==> src/rtl/bzcq_pkg.sv <==
`default_nettype none
// ----------------------------------------------------------------------------
// bzcq_pkg
// Shared types and codes for the back-EMF zero-cross qualifier.
// ----------------------------------------------------------------------------
package bzcq_pkg;

    // operation codes (s_axis tuser)
    localparam logic [1:0] OP_START_WAIT   = 2'd0;
    localparam logic [1:0] OP_SAMPLE       = 2'd1;
    localparam logic [1:0] OP_DIRECT_START = 2'd2;

    // result status codes (m_axis tuser)
    localparam logic [2:0] ST_STARTED  = 3'd0;
    localparam logic [2:0] ST_WAITING  = 3'd1;
    localparam logic [2:0] ST_ACCEPTED = 3'd2;
    localparam logic [2:0] ST_REJECTED = 3'd3;
    localparam logic [2:0] ST_TIMEOUT  = 3'd4;

    localparam logic [7:0] CNT_MAX      = 8'd255;
    localparam logic [7:0] NEED_MIN     = 8'd1;
    localparam logic [7:0] NEED_CEIL    = 8'd20;
    localparam logic [7:0] NEED_STARTUP = 8'd27;

    typedef struct packed {
        logic [1:0] op;
        logic       wait_high;
        logic       brake_reverse;
        logic       spin_up;
        logic       early_run;
        logic       rpm_fast;
        logic [7:0] period_high;
        logic [7:0] direct_count;
        logic       comparator_level;
        logic       timeout_seen;
    } t_item;

    typedef struct packed {
        logic       expected_level;
        logic [7:0] needed_count;
        logic [7:0] ceiling_count;
        logic [7:0] read_count;
        logic [7:0] stable_count;
        logic       demag_seen;
        logic       expired;
    } t_state;

    typedef struct packed {
        logic [2:0] status;
        logic       demag_flag;
        logic [7:0] stable_count_out;
        logic [7:0] needed_count_out;
    } t_result;

endpackage
`default_nettype wire

==> src/rtl/bzcq_eval.sv <==
`default_nettype none
// ----------------------------------------------------------------------------
// bzcq_eval
// Next-state and result logic for one item against the qualifier state.
// ----------------------------------------------------------------------------
module bzcq_eval (
    input  bzcq_pkg::t_item   i_item,
    input  bzcq_pkg::t_state  i_state,
    input  wire logic         i_fast_clock,
    output bzcq_pkg::t_state  o_state,
    output bzcq_pkg::t_result o_result
);
    import bzcq_pkg::*;

    logic [7:0] half_period;
    logic [7:0] need_base;
    logic [7:0] ceil_base;
    logic [7:0] need_scaled;
    logic [7:0] ceil_scaled;
    logic [7:0] read_inc;
    logic [7:0] stable_inc;
    logic [7:0] direct_need;

    function automatic logic [7:0] sat_inc(input logic [7:0] v);
        sat_inc = (v == CNT_MAX) ? v : v + 8'd1;
    endfunction

    assign half_period = {1'b0, i_item.period_high[7:1]};
    assign read_inc    = sat_inc(i_state.read_count);
    assign stable_inc  = sat_inc(i_state.stable_count);
    assign direct_need = (i_item.direct_count == 8'd0) ? NEED_MIN : i_item.direct_count;

    always_comb begin
        priority if (i_item.rpm_fast) begin
            need_base = NEED_MIN;
            ceil_base = NEED_MIN;
        end else if (i_item.spin_up) begin
            need_base = NEED_STARTUP;
            ceil_base = NEED_STARTUP;
        end else if (half_period == 8'd0) begin
            need_base = NEED_MIN;
            ceil_base = NEED_CEIL;
        end else if (half_period > NEED_CEIL) begin
            need_base = NEED_CEIL;
            ceil_base = NEED_CEIL;
        end else begin
            need_base = half_period;
            ceil_base = NEED_CEIL;
        end
    end

    // base counts are at most 27, so doubling never wraps to zero
    assign need_scaled = i_fast_clock ? {need_base[6:0], 1'b0} : need_base;
    assign ceil_scaled = i_fast_clock ? {ceil_base[6:0], 1'b0} : ceil_base;

    always_comb begin
        o_state         = i_state;
        o_result.status = ST_WAITING;
        unique case (i_item.op)
            OP_START_WAIT: begin
                o_state.needed_count   = need_scaled;
                o_state.ceiling_count  = ceil_scaled;
                o_state.expected_level = i_item.wait_high ^ i_item.brake_reverse;
                o_state.demag_seen     = ~(i_item.spin_up | i_item.early_run);
                o_state.read_count     = 8'd0;
                o_state.stable_count   = 8'd0;
                o_state.expired        = 1'b0;
                o_result.status        = ST_STARTED;
            end
            OP_DIRECT_START: begin
                o_state.needed_count   = direct_need;
                o_state.ceiling_count  = direct_need;
                o_state.expected_level = i_item.wait_high;
                o_state.demag_seen     = 1'b1;
                o_state.read_count     = 8'd0;
                o_state.stable_count   = 8'd0;
                o_state.expired        = 1'b0;
                o_result.status        = ST_STARTED;
            end
            OP_SAMPLE: begin
                priority if (i_state.expired) begin
                    o_result.status = ST_TIMEOUT;
                end else if (i_item.timeout_seen && (i_state.read_count != 8'd0)) begin
                    o_state.expired = 1'b1;
                    o_result.status = ST_TIMEOUT;
                end else if (i_item.comparator_level != i_state.expected_level) begin
                    o_state.read_count   = read_inc;
                    o_state.demag_seen   = 1'b0;
                    o_state.stable_count = 8'd0;
                    o_result.status      = ST_REJECTED;
                end else begin
                    o_state.read_count   = read_inc;
                    o_state.stable_count = stable_inc;
                    o_result.status      = (stable_inc < i_state.needed_count) ?
                                           ST_WAITING : ST_ACCEPTED;
                end
            end
            default: begin
                // unused opcode: no state change
                o_result.status = ST_WAITING;
            end
        endcase
        o_result.demag_flag       = o_state.demag_seen;
        o_result.stable_count_out = o_state.stable_count;
        o_result.needed_count_out = o_state.needed_count;
    end

endmodule
`default_nettype wire

==> src/rtl/bemf_zero_cross_qualifier_core.sv <==
`default_nettype none
// ----------------------------------------------------------------------------
// bemf_zero_cross_qualifier_core
// Back-EMF comparator sample qualifier: start-wait and direct-start setup, stable-count
// qualification, demag flag and sticky timeout.
// ----------------------------------------------------------------------------
//  channel   | dir | tdata / wdata                          | tuser
//  s_axis    | in  | wait/brake/phase/rpm/period/count/comp | op
//  m_axis    | out | demag, stable count, needed count      | status
//  cfg       | in  | fast_clock                             | -
//
//  One item per cycle sustained while m_axis accepts; each item passes the input
//  register, then the result register, with the state update done between them.
//  Synchronous active-low reset; no clearing pass.
//  An m_axis stall holds the result; one more item waits in the input
//  register, then s_axis tready drops.
// ----------------------------------------------------------------------------
module bemf_zero_cross_qualifier_core (
    input  wire logic        i_clk,
    input  wire logic        i_rst_n,
    input  wire logic        i_cfg_wr_en,
    input  wire logic        i_cfg_wr_data,     // [0] fast_clock
    input  wire logic        s_axis_tvalid,
    output logic             s_axis_tready,
    // [0] wait_high, [1] brake_reverse, [2] spin_up,
    // [3] early_run, [4] rpm_fast, [12:5] period_high,
    // [20:13] direct_count, [21] comparator_level, [22] timeout_seen
    input  wire logic [23:0] s_axis_tdata,
    input  wire logic [1:0]  s_axis_tuser,      // [1:0] op
    output logic             m_axis_tvalid,
    input  wire logic        m_axis_tready,
    // [0] demag_flag, [8:1] stable_count_out, [16:9] needed_count_out
    output logic [23:0]      m_axis_tdata,
    output logic [2:0]       m_axis_tuser       // [2:0] status
);
    import bzcq_pkg::*;

    logic    r_fast_clock;
    logic    r_in_valid;
    t_item   r_in;
    logic    r_out_valid;
    t_result r_out;
    t_state  r_state;
    t_state  n_state;
    t_result n_result;
    logic    advance;

    assign advance       = r_in_valid && (!r_out_valid || m_axis_tready);
    assign s_axis_tready = !r_in_valid || advance;

    bzcq_eval u_eval (
        .i_item       (r_in),
        .i_state      (r_state),
        .i_fast_clock (r_fast_clock),
        .o_state      (n_state),
        .o_result     (n_result)
    );

    always_ff @(posedge i_clk) begin
        if (!i_rst_n) begin
            r_fast_clock <= 1'b0;
        end else if (i_cfg_wr_en) begin
            r_fast_clock <= i_cfg_wr_data;
        end
    end

    always_ff @(posedge i_clk) begin
        if (!i_rst_n) begin
            r_in_valid  <= 1'b0;
            r_out_valid <= 1'b0;
            r_state     <= '{expected_level: 1'b0, needed_count: NEED_MIN,
                             ceiling_count: NEED_MIN, read_count: 8'd0,
                             stable_count: 8'd0, demag_seen: 1'b1, expired: 1'b0};
        end else begin
            if (s_axis_tvalid && s_axis_tready) begin
                r_in_valid <= 1'b1;
            end else if (advance) begin
                r_in_valid <= 1'b0;
            end
            if (advance) begin
                r_out_valid <= 1'b1;
                r_state     <= n_state;
            end else if (m_axis_tready) begin
                r_out_valid <= 1'b0;
            end
        end
    end

    always_ff @(posedge i_clk) begin
        if (s_axis_tvalid && s_axis_tready) begin
            r_in.op               <= s_axis_tuser;
            r_in.wait_high        <= s_axis_tdata[0];
            r_in.brake_reverse    <= s_axis_tdata[1];
            r_in.spin_up          <= s_axis_tdata[2];
            r_in.early_run        <= s_axis_tdata[3];
            r_in.rpm_fast         <= s_axis_tdata[4];
            r_in.period_high      <= s_axis_tdata[12:5];
            r_in.direct_count     <= s_axis_tdata[20:13];
            r_in.comparator_level <= s_axis_tdata[21];
            r_in.timeout_seen     <= s_axis_tdata[22];
        end
        if (advance) begin
            r_out <= n_result;
        end
    end

    assign m_axis_tvalid = r_out_valid;
    assign m_axis_tuser  = r_out.status;
    assign m_axis_tdata  = {7'd0, r_out.needed_count_out, r_out.stable_count_out,
                            r_out.demag_flag};

`ifndef ASSERT_OFF
    a_counts_nonzero: assert property (@(posedge i_clk) disable iff (!i_rst_n)
        (r_state.needed_count != 8'd0) && (r_state.ceiling_count != 8'd0))
        else $error("needed or ceiling count is zero");

    a_expired_after_read: assert property (@(posedge i_clk) disable iff (!i_rst_n)
        r_state.expired |-> (r_state.read_count != 8'd0))
        else $error("timeout latched with no sample read");

    a_advance_fills_out: assert property (@(posedge i_clk) disable iff (!i_rst_n)
        advance |=> r_out_valid)
        else $error("advanced item lost before result register");

    a_accept_meets_need: assert property (@(posedge i_clk) disable iff (!i_rst_n)
        (m_axis_tvalid && (m_axis_tuser == ST_ACCEPTED)) |->
        (m_axis_tdata[8:1] >= m_axis_tdata[16:9]))
        else $error("accepted with stable count below needed count");
`endif

endmodule
`default_nettype wire
==> config.mk <==
export PLATFORM = sky130hd
export DESIGN_NAME = bemf_zero_cross_qualifier_core
export DESIGN_NICKNAME = d
export VERILOG_FILES = /design/src/rtl/bzcq_pkg.sv /design/src/rtl/bzcq_eval.sv /design/src/rtl/bemf_zero_cross_qualifier_core.sv
export SDC_FILE = /design/constraint.sdc
export NUM_CORES = 1
export LEC_CHECK = 0
export ABC_AREA = 1
export ABC_CLOCK_PERIOD_IN_PS = 3000
export BUFFER_PORTS_ARGS = -buffer_cell sky130_fd_sc_hd__buf_2
export CAP_MARGIN = 30
export CORE_AREA = 10 10 100 102
export DETAILED_ROUTE_END_ITERATION = 8
export DIE_AREA = 0 0 110 112
export PLACE_DENSITY_LB_ADDON = 0.25
export SYNTH_ARGS = -nofsm -noshare
export SYNTH_HDL_FRONTEND = slang
export SYNTH_HIERARCHICAL = 1
export SYNTH_SLANG_ARGS = --single-unit
==> constraint.sdc <==
create_clock -name i_clk -period 3 [get_ports i_clk]
set_clock_uncertainty 0.05 [all_clocks]
set_input_delay 0.6 -clock i_clk [delete_from_list [all_inputs] [get_ports i_clk]]
set_output_delay 0.6 -clock i_clk [all_outputs]
set_load 0.1 [all_outputs]
Word level (Yosys, flattened, before mapping)
Cells that the tools add are included.
- add/subtract/negate cells: 2
- $lt $le $gt $ge: 2
- equal/unequal tests: 7
- multiplexer cells: 27
- bitwise gates (word level): 3
- reduce and logical (&&, ||, !) cells: 19
- operators with widths (cell ; number):
    $mux 8 ; 10
    $pmux 18 s3 ; 1
    $pmux 17 s2 ; 1
    $mux 18 ; 1
    $mux 17 ; 1
    $add 8x1->8 const B ; 2
    $eq 8x8->1 const B ; 2
    $logic_not 8->1 ; 2
    $mux 3 ; 3
    $lt 8x8->1 ; 1
    $reduce_bool 8->1 ; 1
    $gt 7x5->1 const B ; 1
    $mux 7 ; 1
    $mux 1 ; 6
    $pmux 3 s2 ; 1
    $reduce_bool 2->1 ; 3
    $mux 4 ; 1
    $ne 2x2->1 const B ; 2
    $reduce_and 2->1 ; 2
    $reduce_and 4->1 ; 1
    $logic_and 1x1->1 ; 3
    $reduce_bool 3->1 ; 1
    $eq 2x1->1 const B ; 1
    $eq 2x2->1 const B ; 1
    9 further kinds ; 11
- bits in registers: 75
- bits of input ports: 32
- output and inout port bits: 29

Longest topological paths before layout
Gate-level depths: netlist (run 1).
- depth after elaboration: 8
- mapped depth: 16
- mapped depth without buffers: 16

Cells and area by module
The synthesis (run 1) kept the hierarchy.
- by module, submodules not included (module ; instances ; cells each ; area an instance (um^2) ; seq. area each (um^2)):
    bemf_zero_cross_qualifier_core ; 1 ; 293 ; 3071.7 ; 2112.0
    bzcq_eval ; 1 ; 283 ; 1486.4 ; 0.0

Worst setup path after synthesis (run 1)
No wires, ideal clock.
- kind: reg-to-reg
- start: reg r_out_valid (netlist: m_axis_tvalid)
- end: reg r_in[0] (netlist name) (enable)
- setup time: 0.363 ns
- arrival time: 2.592 ns
- slack: -0.006 ns
- cell stages (with the launch flop): 4
- cell sequence: dfxtp_1 > nand3_1 > nand2_1 > inv_1
- cells in the longest elaborated chain, start to end: 5
- RTL lines (item ; RTL line ; RTL):
    from (decl) ; bemf_zero_cross_qualifier_core.sv:41 ; logic r_out_valid;
    from (signal assigned) ; bemf_zero_cross_qualifier_core.sv:70 ; r_out_valid <= 1'b0;
    from (signal assigned) ; bemf_zero_cross_qualifier_core.sv:81 ; r_out_valid <= 1'b1;
    from (signal assigned) ; bemf_zero_cross_qualifier_core.sv:84 ; r_out_valid <= 1'b0;
    $logic_not 1->1 ; bemf_zero_cross_qualifier_core.sv:48 ; assign advance = r_in_valid && (!r_out_valid || m_axis_tready);
    $logic_or 1x1->1 ; bemf_zero_cross_qualifier_core.sv:48 ;
    $logic_and 1x1->1 ; bemf_zero_cross_qualifier_core.sv:48 ;
    $logic_or 1x1->1 ; bemf_zero_cross_qualifier_core.sv:49 ; assign s_axis_tready = !r_in_valid || advance;
    via s_axis_tready ; bemf_zero_cross_qualifier_core.sv:24 ; output logic s_axis_tready,
    $logic_and 1x1->1 ; bemf_zero_cross_qualifier_core.sv:90 ; if (s_axis_tvalid && s_axis_tready) begin
    to (decl) ; bemf_zero_cross_qualifier_core.sv:40 ; t_item r_in;
The timed path passes the listed nets, and every way through them passes these cells.
A chain may end at the register's enable or synchronous reset.

==> flow_metrics.env, run 1 <==
export IMPL_status="finished clean"
export IMPL_setup_viol=0
export IMPL_routabilityCongestion=0.900
export IMPL_cp_max_fo=5
export IMPL_cts_tree="yes"
export IMPL_grt_total_usage_pct=14.0
export IMPL_ctsHtreeMaxLevel=3
export IMPL_clk_latency_ps=350
export IMPL_nets=571
export IMPL_utilization_pct=54.7
export IMPL_drv_cap=0
export IMPL_finalPower_mw=2.43
export IMPL_dp_hpwl_um=6090
export IMPL_drtPass1Iterations=4
export IMPL_io_buffer_count=51
export IMPL_diodes=0
export IMPL_fmax_ghz=0.407
export IMPL_overflow=0
export IMPL_cts_resized_gates=0
export IMPL_cts_root_buffer="clkbuf_8"
export IMPL_start_util_pct=50.9
export IMPL_first_iter_violations=114
export IMPL_grt_pass1_vias=3043
export IMPL_design_area_um2=4400
export IMPL_slew_headroom_pct=41.3
export IMPL_dieArea_um2=12300
export IMPL_antenna_found_initial=0
export IMPL_ant_nets=0
export IMPL_die_w_um=110
export IMPL_fin_ws_ps=546
export IMPL_power_density_nw_per_um2=551
export IMPL_postCtsSetupBuffers=0
export IMPL_worst_pin_slew_ps=880
export IMPL_drc=0
export IMPL_cp_arrival_ps=2510
export IMPL_r2r_slack_ps=550
export IMPL_hp_class="input pin to flip-flop"
export IMPL_cts_buffers=9
export IMPL_p_leak_nw=1.93
export IMPL_synthCells=505
export IMPL_worst_setup_path_type="flip-flop to flip-flop"
export IMPL_cp_required_ps=3060
export IMPL_finalHoldViolations=0
export IMPL_vdd_drop_max_mv=0.272
export IMPL_fin_crit_sh_pct=81.8
export IMPL_path_clk_slew_ps=80
export IMPL_ys_warn_count=6
export IMPL_cts_sinks=74
export IMPL_wl_per_cell_um=13.2
export IMPL_die_y_um=112
export IMPL_syn_area_um2=4100
export IMPL_hold_slack_ps=370
export IMPL_dp_worst_setup_slack_ps=592
export IMPL_cp_end_kind="flip-flop"
export IMPL_fin_cells=639
export IMPL_viasPerCell=4.96
export IMPL_fin_crit_ps=2450
export IMPL_seq_area_um2=1920
export IMPL_coreArea_um2=8050
export IMPL_clock_path_buffers=2
export IMPL_grt_pass1_wl_um=14100
export IMPL_syn_avg_cell_area_um2=8.11
export IMPL_rows=33
export IMPL_drt_wl_total_um=8430
export IMPL_place_area_um2=4210
export IMPL_holdBufCountCts=0
export IMPL_multi_input_area_um2=1570
export IMPL_vias=3172
export IMPL_start_kind="flip-flop"
export IMPL_io_pins=61
export IMPL_area_growth_pct=7.45
export IMPL_finalMaxSlewViolations=0
export IMPL_placedCellCount=623
export IMPL_rsz0062_at_grt="no"
export IMPL_num_fill_cells=764
export IMPL_grt_max_degree=54
export IMPL_drive_gt1_share_pct=17.8
export IMPL_tns_ps=0
-- worst paths after layout --
kind / end / cells after the start / start
min reg2reg: r_state[1] / 2 / r_state[1]
max: m_axis_tuser[1] / 14 / r_state[2]
min: r_in[7] / 1 / s_axis_tdata[18]
max reg2reg: m_axis_tuser[1] / 14 / r_state[2]
-- worst max-delay path, stage by stage, from the launching register on --
cell and delay [ps]:
dfxtp_1 420, nand3_1 140, nor2_1 140, nand2_1 110, xor2_1 150, inv_1 50
nor2_1 110, inv_1 60, ha_1 280, a21oi_1 160, nor2_1 50, a211oi_1 260
nand3_1 120, nand2_1 80, inv_1 40
-- routing by layer --
| metal | GRT usage [%] | vias up | wire [µm] |
|---|---|---|---|
| met5 | 0 | - | 0 |
| li1 | - | 1644 | - |
| met1 | 17.1 | 1455 | 3770 |
| met2 | 23.2 | 66 | 4170 |
| met4 | 4.77 | 0 | 83 |
| met3 | 3.69 | 7 | 409 |
-- state kept, by name, summed over array words and instances, names as in the netlist --
register	cells
m_axis_tvalid	1
r_in_valid	1
r_fast_clock	1
r_state	27
m_axis_tuser	3
r_in	24
m_axis_tdata	17
-- layout by cell type, fill, tap and decap left out, types with 3 or more instances in the layout --
| master | count |
|---|---|
| nand2_1 | 86 |
| inv_1 | 73 |
| buf_2 | 51 |
| nor2_1 | 50 |
| nand3_1 | 48 |
| edfxtp_1 | 44 |
| a21oi_1 | 36 |
| dfxtp_1 | 30 |
| o21ai_0 | 26 |
| ha_1 | 10 |
| clkbuf_8 | 9 |
| conb_1 | 7 |
| nand2_2 | 6 |
| inv_2 | 6 |
| xor2_1 | 5 |
| o21ai_1 | 4 |
| buf_4 | 3 |
| nor2_4 | 3 |
| nor3_1 | 3 |
| nor2_2 | 3 |
| nand4_1 | 3 |
| o22ai_1 | 3 |
| o211ai_1 | 3 |
-- cell type report --
type,instances,share of cell area [%]
Inverter,80,6.88
Clock inverter,6,1.48
Multi-Input combinational cell,310,35.8
Clock buffer,10,2.90
Tap cell,105,2.99
Sequential cell,74,43.7
Timing Repair Buffer,54,6.31
-- where the power goes --
part,internal (mW),switching [mW]
Clock,0.388,0.382
Sequential,1.15,0.0408
Combinational,0.119,0.351
Total,1.65,0.774
Power figures use the tool's default switching activity.
==> inputs of run 2 (changes only) <==
ABC_CLOCK_PERIOD_IN_PS = 2100   (was 3000)
CORE_AREA = 10 10 104 106   (was 10 10 100 102)
DIE_AREA = 0 0 114 116   (was 0 0 110 112)
clock period = 2.1 ns   (was 3 ns; I/O delays follow)
==> run 2 against run 1 <==
  * The flow now finishes with violations (setup timing)
  * Non-clock buffer count is 19 higher
  * Core utilization up 0.74 points
  * Register-to-register slack worse by 720 ps
  * Die area up 7.3%
  * Power increased by 56%
  * Wire length increased by 7.3%
  * Fmax grew 7.9%
  * Critical endpoint unchanged
==> flow_metrics.env, run 2 (synthesis results as in run 1) <==
export IMPL_dp_worst_setup_slack_ps=-307
export IMPL_worst_path_buf_inv=1
export IMPL_cts_tree="yes"
export IMPL_worst_pin_slew_ps=845
export IMPL_io_buffer_count=51
export IMPL_fmax_ghz=0.440
export IMPL_violations="setup timing"
export IMPL_path_clk_slew_ps=80
export IMPL_start_kind="flip-flop"
export IMPL_status="finished with violations"
export IMPL_drv_cap=0
export IMPL_grt_total_usage_pct=13.7
export IMPL_critPathSlowestCell="dfxtp_4"
export IMPL_holdBufCountCts=0
export IMPL_clk_latency_ps=350
export IMPL_largest_reg_flops=27
export IMPL_area_growth_pct=17.4
export IMPL_viasPerCell=4.96
export IMPL_grt_pass1_wl_um=14700
export IMPL_seq_area_um2=1940
export IMPL_worst_setup_path_type="flip-flop to flip-flop"
export IMPL_mostFrequentLayoutCells="nand2_1, inv_1, buf_2"
export IMPL_drtPass1Iterations=4
export IMPL_rows=34
export IMPL_largest_register="r_state"
export IMPL_multi_input_area_um2=1770
export IMPL_die_y_um=116
export IMPL_cp_arrival_ps=2340
export IMPL_drive_gt1_share_pct=26.6
export IMPL_drt_wl_total_um=9050
export IMPL_rsz0062_at_grt="yes"
export IMPL_fin_ws_ps=-175
export IMPL_hp_class="input pin to flip-flop"
export IMPL_start_util_pct=47.2
export IMPL_wl_per_cell_um=13.7
export IMPL_dieArea_um2=13200
export IMPL_overflow=0
export IMPL_cp_end_kind="flip-flop"
export IMPL_diodes=0
export IMPL_slew_headroom_pct=43.6
export IMPL_cts_sinks=74
export IMPL_layout_commonest_cell="nand2_1"
export IMPL_vias=3277
export IMPL_grt_pass1_vias=3153
export IMPL_cp_max_fo=4
export IMPL_fin_cells=661
export IMPL_critical_path_top_delay_family="simple AND/OR/NAND/NOR gates"
export IMPL_routabilityCongestion=0.912
export IMPL_ctsHtreeMaxLevel=3
export IMPL_fin_crit_sh_pct=108
export IMPL_cp_required_ps=2170
export IMPL_cts_root_buffer="clkbuf_8"
export IMPL_num_fill_cells=804
export IMPL_finalMaxSlewViolations=0
export IMPL_antenna_found_initial=0
export IMPL_cts_buffers=9
export IMPL_ant_nets=0
export IMPL_fin_crit_ps=2280
export IMPL_io_pins=61
export IMPL_finalHoldViolations=0
export IMPL_power_density_nw_per_um2=788
export IMPL_setup_viol=2
export IMPL_vdd_drop_max_mv=0.400
export IMPL_clock_path_buffers=2
export IMPL_coreArea_um2=8680
export IMPL_cp_cell_sequence="ha_4, nand2_4, nor2_4, nand3_2, xor2_2, nand2_2, ha_4, nand2_4, nor2_4, a211oi_4, nand3_1, nand2_1, inv_1"
export IMPL_nets=590
export IMPL_drc=0
export IMPL_first_iter_violations=161
export IMPL_grt_max_degree=54
export IMPL_die_w_um=114
export IMPL_dp_hpwl_um=6400
export IMPL_slowest_delay_ps=380
export IMPL_p_leak_nw=2.11
export IMPL_placedCellCount=637
run 2: final timing paths:
| path | from | end | depth (start not counted) | slack (ps) |
|---|---|---|---|---|
| worst max-delay path | r_state[3] | m_axis_tuser[1] | 13 | -180 |
| worst min-delay path | s_axis_tdata[8] | r_in[13] | 1 | 190 |
| worst max register to register | r_state[3] | m_axis_tuser[1] | 13 | -180 |
| worst min register to register | r_state[1] | r_state[1] | 2 | 420 |
run 2: layout make-up:
type                            instances  share of cell area, %
Clock buffer                            9                   2.58
Clock inverter                          7                   2.45
Inverter                               80                   6.30
Multi-Input combinational cell        310                   36.8
Sequential cell                        74                   40.3
Tap cell                              108                   2.81
Timing Repair Buffer                   73                   8.75
run 2: worst register-to-register path: stages, from the launching register on:
cell and delay [ps]:
dfxtp_4 380, ha_4 160, nand2_4 50, nor2_4 150, nand3_2 130, xor2_2 230, nand2_2 100, ha_4 260
nand2_4 80, nor2_4 40, a211oi_4 220, nand3_1 110, nand2_1 60, inv_1 30
run 2: per-stage QoR:
step,utilization (%),hold slack [ps],TNS [ps],instance area (µm²),total power [mW]
after global placement,49.7,392,-149,4310,2.40
final,55.4,189,-292,4810,3.79
after detailed placement,49.7,402,-537,4310,2.42
after CTS,53.8,170,-223,4670,3.78
after global routing,55.4,169,-489,4810,3.98
after floorplan,-,379,0,4140,2.32
run 2: per-layer routing:
layer | share of wire [%] | global-route usage (%) | vias to the layer above
met5 | 0 | 0 | -
met4 | 1.4 | 5.10 | 0
met3 | 5.5 | 4.34 | 8
met2 | 50 | 22.9 | 66
met1 | 43 | 16.3 | 1518
li1 | - | - | 1685
run 2: what timing repair did:
item                       in CTS  in global routing
pin swaps                       9                 14
setup endpoints to repair       2                 15
gates resized for setup        18                 32
buffers inserted                5                  3
run 2: power breakdown:
group / switching, mW / internal, mW
combinational: 0.546 / 0.222
clock: 0.536 / 0.788
sequential: 0.0595 / 1.64
total: 1.14 / 2.65
